`config.mk`:
```
export PLATFORM = sky130hd
export DESIGN_NAME = pre_ctrl
export DESIGN_NICKNAME = d
export VERILOG_FILES = /design/src/sv/pre_pkg.sv /design/src/sv/pre_ctrl.sv
export SDC_FILE = /design/constraint.sdc
export NUM_CORES = 1
export LEC_CHECK = 0
export BUFFER_PORTS_ARGS = -buffer_cell sky130_fd_sc_hd__buf_2
export CAP_MARGIN = 20
export CORE_AREA = 2 2 39 41
export DETAILED_ROUTE_END_ITERATION = 10
export DIE_AREA = 0 0 41 43
export PLACE_DENSITY = 0.65
export SETUP_SLACK_MARGIN = 0.5
export SYNTH_ARGS = -nofsm -noshare
export SYNTH_HDL_FRONTEND = slang
export SYNTH_SLANG_ARGS = --single-unit
```
`constraint.sdc`:
```
create_clock -name clk -period 1.45 [get_ports clk]
set_input_delay 0.435 -clock clk [delete_from_list [all_inputs] [get_ports clk]]
set_output_delay 0.435 -clock clk [all_outputs]
set_load 0.05 [all_outputs]
```
`src/sv/pre_pkg.sv`:
```
`timescale 1ns / 1ps
package pre_pkg;
	// engine dimensions
	localparam int NUM_FRAMES        = 16;
	localparam int NUM_PROCESSES     = 4;
	localparam int PAGES_PER_PROCESS = 64;

	// configuration register indexes
	localparam logic [1:0] REG_POLICY = 2'd0;
	localparam logic [1:0] REG_SCOPE  = 2'd1;
	localparam logic [1:0] REG_QUOTA  = 2'd2;

	// victim policies
	localparam logic [1:0] POL_FIFO = 2'd0;
	localparam logic [1:0] POL_SC   = 2'd1;
	localparam logic [1:0] POL_LFU  = 2'd2;

	// controller commands to the datapath
	typedef struct packed {
		logic load;       // latch request, bump access counters, start table read
		logic tbl_done;   // table read data valid, latch hit and frame, bump use count
		logic scan_start; // prepare free/owner scan
		logic scan_step;  // examine one frame
		logic vic_start;  // prepare victim scan
		logic vic_step;   // examine one frame for the victim
		logic vic_rd;     // read victim's use count (lfu)
		logic commit;     // write back frame, counter and page table updates
		logic clr_step;   // clearing pass step
	} pre_cmd_t;

	// datapath status to the controller
	typedef struct packed {
		logic hit;
		logic scan_last;
		logic vic_found;
		logic vic_last;
		logic take_free;
		logic clr_last;
		logic lfu;
	} pre_sts_t;
endpackage

```
`src/sv/pre_ctrl.sv`:
```
`timescale 1ns / 1ps
module pre_ctrl (
	input  logic              clk,
	input  logic              arst_n,
	input  logic              in_valid,
	output logic              in_ready,
	input  logic              out_busy,
	output logic              out_load,
	output pre_pkg::pre_cmd_t cmd,
	input  pre_pkg::pre_sts_t sts
);
	localparam logic [3:0] S_CLR   = 4'd0;
	localparam logic [3:0] S_IDLE  = 4'd1;
	localparam logic [3:0] S_RD    = 4'd2;
	localparam logic [3:0] S_TBL   = 4'd3;
	localparam logic [3:0] S_SCAN  = 4'd4;
	localparam logic [3:0] S_VPREP = 4'd5;
	localparam logic [3:0] S_VIC   = 4'd6;
	localparam logic [3:0] S_VRD   = 4'd7;
	localparam logic [3:0] S_COMM  = 4'd9;
	localparam logic [3:0] S_OUT   = 4'd10;

	logic [3:0] state_q, state_d;

	always_comb begin
		state_d  = state_q;
		cmd      = '0;
		in_ready = 1'b0;
		out_load = 1'b0;
		unique case (state_q)
			S_CLR: begin
				cmd.clr_step = 1'b1;
				if (sts.clr_last) state_d = S_IDLE;
			end
			S_IDLE: begin
				in_ready = 1'b1;
				if (in_valid) begin
					cmd.load = 1'b1;
					state_d  = S_RD;
				end
			end
			S_RD: state_d = S_TBL;
			S_TBL: begin
				cmd.tbl_done   = 1'b1;
				cmd.scan_start = 1'b1;
				state_d        = S_SCAN;
			end
			S_SCAN: begin
				if (sts.hit) state_d = S_COMM;
				else begin
					cmd.scan_step = 1'b1;
					if (sts.scan_last) state_d = S_VPREP;
				end
			end
			S_VPREP: begin
				if (sts.take_free) state_d = S_COMM;
				else begin
					cmd.vic_start = 1'b1;
					state_d       = sts.lfu ? S_VRD : S_VIC;
				end
			end
			S_VRD: begin
				// lfu: read the candidate's use count, compare next cycle
				cmd.vic_rd = 1'b1;
				state_d    = S_VIC;
			end
			S_VIC: begin
				cmd.vic_step = 1'b1;
				if (sts.vic_found || sts.vic_last) state_d = S_COMM;
				else if (sts.lfu) state_d = S_VRD;
			end
			S_COMM: begin
				cmd.commit = 1'b1;
				state_d    = S_OUT;
			end
			S_OUT: begin
				if (!out_busy) begin
					out_load = 1'b1;
					state_d  = S_IDLE;
				end
			end
			default: state_d = S_IDLE;
		endcase
	end

	always_ff @(posedge clk or negedge arst_n) begin
		if (!arst_n) state_q <= S_CLR;
		else         state_q <= state_d;
	end
endmodule

```
Word level (Yosys, flattened, before mapping)
Index checks and enable logic that the tools add are counted.

Input bits: 11. Bits in registers: 4. Logic and storage cells: 42.

Equal/unequal tests: 14. Reduce and logical (&&, ||, !) cells: 3. Multiplexer cells: 24.

Operators with widths (number): 4-bit case mux with 10 select lines (1); 4-bit two-way mux (8); 4-bit by 3-bit == test with 1-bit output (second input constant) (4); 1-bit two-way mux (14); 4-bit by 2-bit == test with 1-bit output (second input constant) (2); 4-bit == test (second input constant) (2); 2-bit inequality test (second input constant) (3); 3-bit inequality test (second input constant) (2); 5-bit AND reduction (1); 4-bit by 1-bit == test with 1-bit output (second input constant) (1); 4-bit logical NOT (1); 2-bit two-way mux (1); 1-bit logical OR (1).

Logic depth before layout (Yosys ltp)
Depth after elaboration: 3. Depth in mapped cells: 5. Depth with buffers taken out: 4.

Worst setup path before layout
Ideal clock, no wire load.

Path kind: register to output. Start: register state_q[2]. End: output port cmd[8] in the netlist's numbering. Arrival time: 2247 ps. Stages on the path, launching flop included: 4. Setup slack: -1232 ps. Data required time: 1015 ps. Buffers on the path: 1. Cells stage by stage: dfrtp_1 > buf_4 > nor3_1 > and2_1.

RTL lines: start: declaration (line pre_ctrl.sv:23) `logic [3:0] state_q, state_d;`; start signal: assignment (line pre_ctrl.sv:88) `else state_q <= state_d;`; end: declaration (line pre_ctrl.sv:9) `output pre_pkg::pre_cmd_t cmd,`.

==> impl_metrics.json <==
{
  "pin_count": 22,
  "outcome": "complete, but fails checks",
  "final_cell_mix": "buf_6 (21), buf_4 (12), buf_2 (11)",
  "drc": 0,
  "worst_slack_ps": -297,
  "dp.cells": 112,
  "rrSetupSlack_ps": -260,
  "seq_area_frac_synth_pct": 23.1,
  "ff2ff_path_depth": 8,
  "fillers": 91,
  "failed_checks": "negative setup slack",
  "grt_pass1_wl_um": 2750,
  "cts_tree": "built",
  "clk_pin_slew_worst_paths_ps": 40,
  "grt_max_degree": 8,
  "cp-start-kind": "flip-flop",
  "crit_cells": 3,
  "antenna_left": 0,
  "hold_path_class": "in -> async",
  "die_h_um": 43,
  "max_stage_delay_ps": 440,
  "grt.overflow.total": 0,
  "drt_iter0_drc": 11,
  "layout_min_cycle_time_ps": 1750,
  "p_per_area_nw_per_um2": 2300,
  "synth_cell_types": 24,
  "worst_path_most_repeated_cell": "buf_6",
  "worstPathCellList": "buf_6, nor4_4, buf_6",
  "numPortBuffers": 21,
  "core-area_um2": 1380,
  "dieArea_um2": 1760,
  "end_kind": "output port",
  "antenna_found_initial": 0,
  "finClkSkew_ps": 4.67,
  "syn_inst": 62,
  "via_per_inst": 5.29,
  "crit_buf_inv": 2,
  "synth_fp_nets": 73,
  "syn_to_final_growth_pct": 142,
  "cts-root-buf": "clkbuf_4",
  "gp_congestion": 0.823,
  "largest_reg_flops": 4,
  "multiInputGateArea_um2": 462,
  "setup_tns_ps": -3230,
  "switchingPower_mw": 1.17,
  "layout_commonest_cell": "buf_6",
  "period_share_pct": 121,
  "maxCapViolCount": 0,
  "die_w_um": 41,
  "layout.nets": 120,
  "setup_violations": 14,
  "max-clock-path-buffers": 2,
  "drive_above_1_share_pct": 70.1,
  "pwr-share-seq_pct": 12.2,
  "worstPathMaxFanout": 6,
  "wl_per_cell_um": 15.4,
  "numCtsBuffers": 3,
  "top_regs": "state_q x4",
  "rsz0062_at_grt": "yes",
  "cp.arrival_ps": 1310,
  "diodes": 0,
  "vdd_drop_max_mv": 1.17,
  "path_class": "reg -> out",
  "power_mw": 2.42,
  "p_int_mw": 1.24,
  "initial_utilization_pct": 31.4,
  "pwr-share-clk_pct": 5.8,
  "ys_ff_latch": 4,
  "cts_num_sinks": 4,
  "slowest_stage": "dfrtp_1",
  "tightest_slew_ps": 268,
  "place_area_um2": 786,
  "post-dp-hpwl_um": 1160,
  "seqCellArea_um2": 104,
  "dr.pass1.iters": 4,
  "rows": 14,
  "grt_use_total_pct": 23.2,
  "fin_area_um2": 1050,
  "vias": 651,
  "crit_required_ps": 1020,
  "finalMaxSlewViolations": 0,
  "syn_avg_cell_area_um2": 7.00,
  "wirelength_um": 1890,
  "pwr-share-comb_pct": 82.0,
  "clock.fmax_mhz": 572,
  "synthesis.area_um2": 434,
  "hold_viol": 0,
  "grt_pass1_vias": 606,
  "layout.cells.non_filler": 123,
  "htreeDepth": 1,
  "yosysWarningCount": 0,
  "p_leak_nw": 0.477,
  "reg2reg_from": "state_q[2]$_DFFE_PN0P_",
  "power_switching_share_pct": 48.6,
  "clkLatencyLatePin_ps": 240,
  "r2r_end": "state_q[1]$_DFFE_PN0P_",
  "top_register": "state_q",
  "crit_family": "flip-flops",
  "post-route-util_pct": 76.0,
  "relSlewSlack_pct": 82.1
}
cell families (layout without fill, tap and decap cells):
family | after synthesis | after routing | share of synthesized area, %
AND/OR/NAND/NOR | 31 | 31 | 36.6
buffers and inverters | 8 | 53 | 12.7
AO/OA/AOI/OAI | 19 | 19 | 27.7
flip-flops | 4 | 4 | 23.1
final cells by class:
type	instances	share of cell area [%]
Multi-Input combinational cell	50	43.9
Inverter	2	0.713
Timing Repair Buffer	48	41.5
Tap cell	16	1.90
Sequential cell	4	9.87
Clock buffer	3	2.14
worst reg2reg max path: cells and delay by family, from the launching register on:
| family | cells | cell delay [ps] |
|---|---|---|
| compound gates | 3 | 510 |
| buf+inv | 4 | 480 |
| flops | 1 | 450 |
| simple gates | 1 | 150 |
power groups by stage:
stage	registers, mW	clock network (mW)	logic (mW)
finish	0.296	0.141	1.98
CTS	0.281	0.143	1.77
global placement	0.268	0	1.47
detailed placement	0.272	0	1.49
floorplan	0.216	0	1.17
global route	0.295	0.148	2.10
through the flow:
stage | hold WS [ps] | setup slack [ps]
final | 538 | -297
after floorplan | 139 | -410
after detailed placement | 240 | -248
after CTS | 525 | -294
after global routing | 547 | -381
after global placement | 240 | -213
synthesized netlist by cell type:
master / count / area, µm²
o211ai_1: 1 / 7.51
or3_1: 1 / 6.26
o21ai_1: 3 / 15.0
nor4_1: 1 / 6.26
buf_6: 2 / 22.5
a32o_1: 2 / 20.0
nand2b_2: 1 / 8.76
o22ai_1: 2 / 12.5
dfrtp_1: 4 / 100
a21o_1: 1 / 7.51
a21oi_1: 4 / 20.0
nor3_1: 5 / 25.0
nor2_1: 10 / 37.5
a22o_1: 1 / 8.76
nand2b_1: 4 / 25.0
o21ai_0: 4 / 20.0
buf_4: 2 / 15.0
buf_2: 2 / 10.0
nor2b_1: 4 / 25.0
and2_1: 1 / 6.26
o2bb2ai_1: 1 / 8.76
nor3b_1: 1 / 7.51
nand2_1: 3 / 11.3
inv_1: 2 / 7.51
worst max-delay path by stage:
stage | endpoint | startpoint | slack, ps
floorplan | cmd[8] | state_q[1]$_DFFE_PN0P_ | -410
global placement | out_load | state_q[0]$_DFFE_PN0P_ | -210
detailed placement | cmd[8] | state_q[0]$_DFFE_PN0P_ | -250
CTS | cmd[8] | state_q[1]$_DFFE_PN0P_ | -290
global route | cmd[4] | state_q[3]$_DFFE_PN0P_ | -380
finish | cmd[0] | state_q[1]$_DFFE_PN0P_ | -300
repair_timing:
| item | in CTS | in global routing |
|---|---|---|
| hold buffers | 1 | 0 |
| hold endpoints to repair | 4 | 0 |
| pin swaps | 4 | 6 |
| gates resized for setup | 35 | 14 |
| buffers inserted | 5 | 2 |
| setup endpoints to repair | 15 | 15 |
per-layer routing:
layer	share of wire, %	global-route usage [%]	routed length [µm]	vias up
met5	0	0	0	-
met4	1.1	8.00	20	0
met3	2.4	3.14	45	4
met2	55	35.6	1030	12
met1	42	31.9	796	323
li1	-	-	-	312
Power figures use the tool's default switching activity.
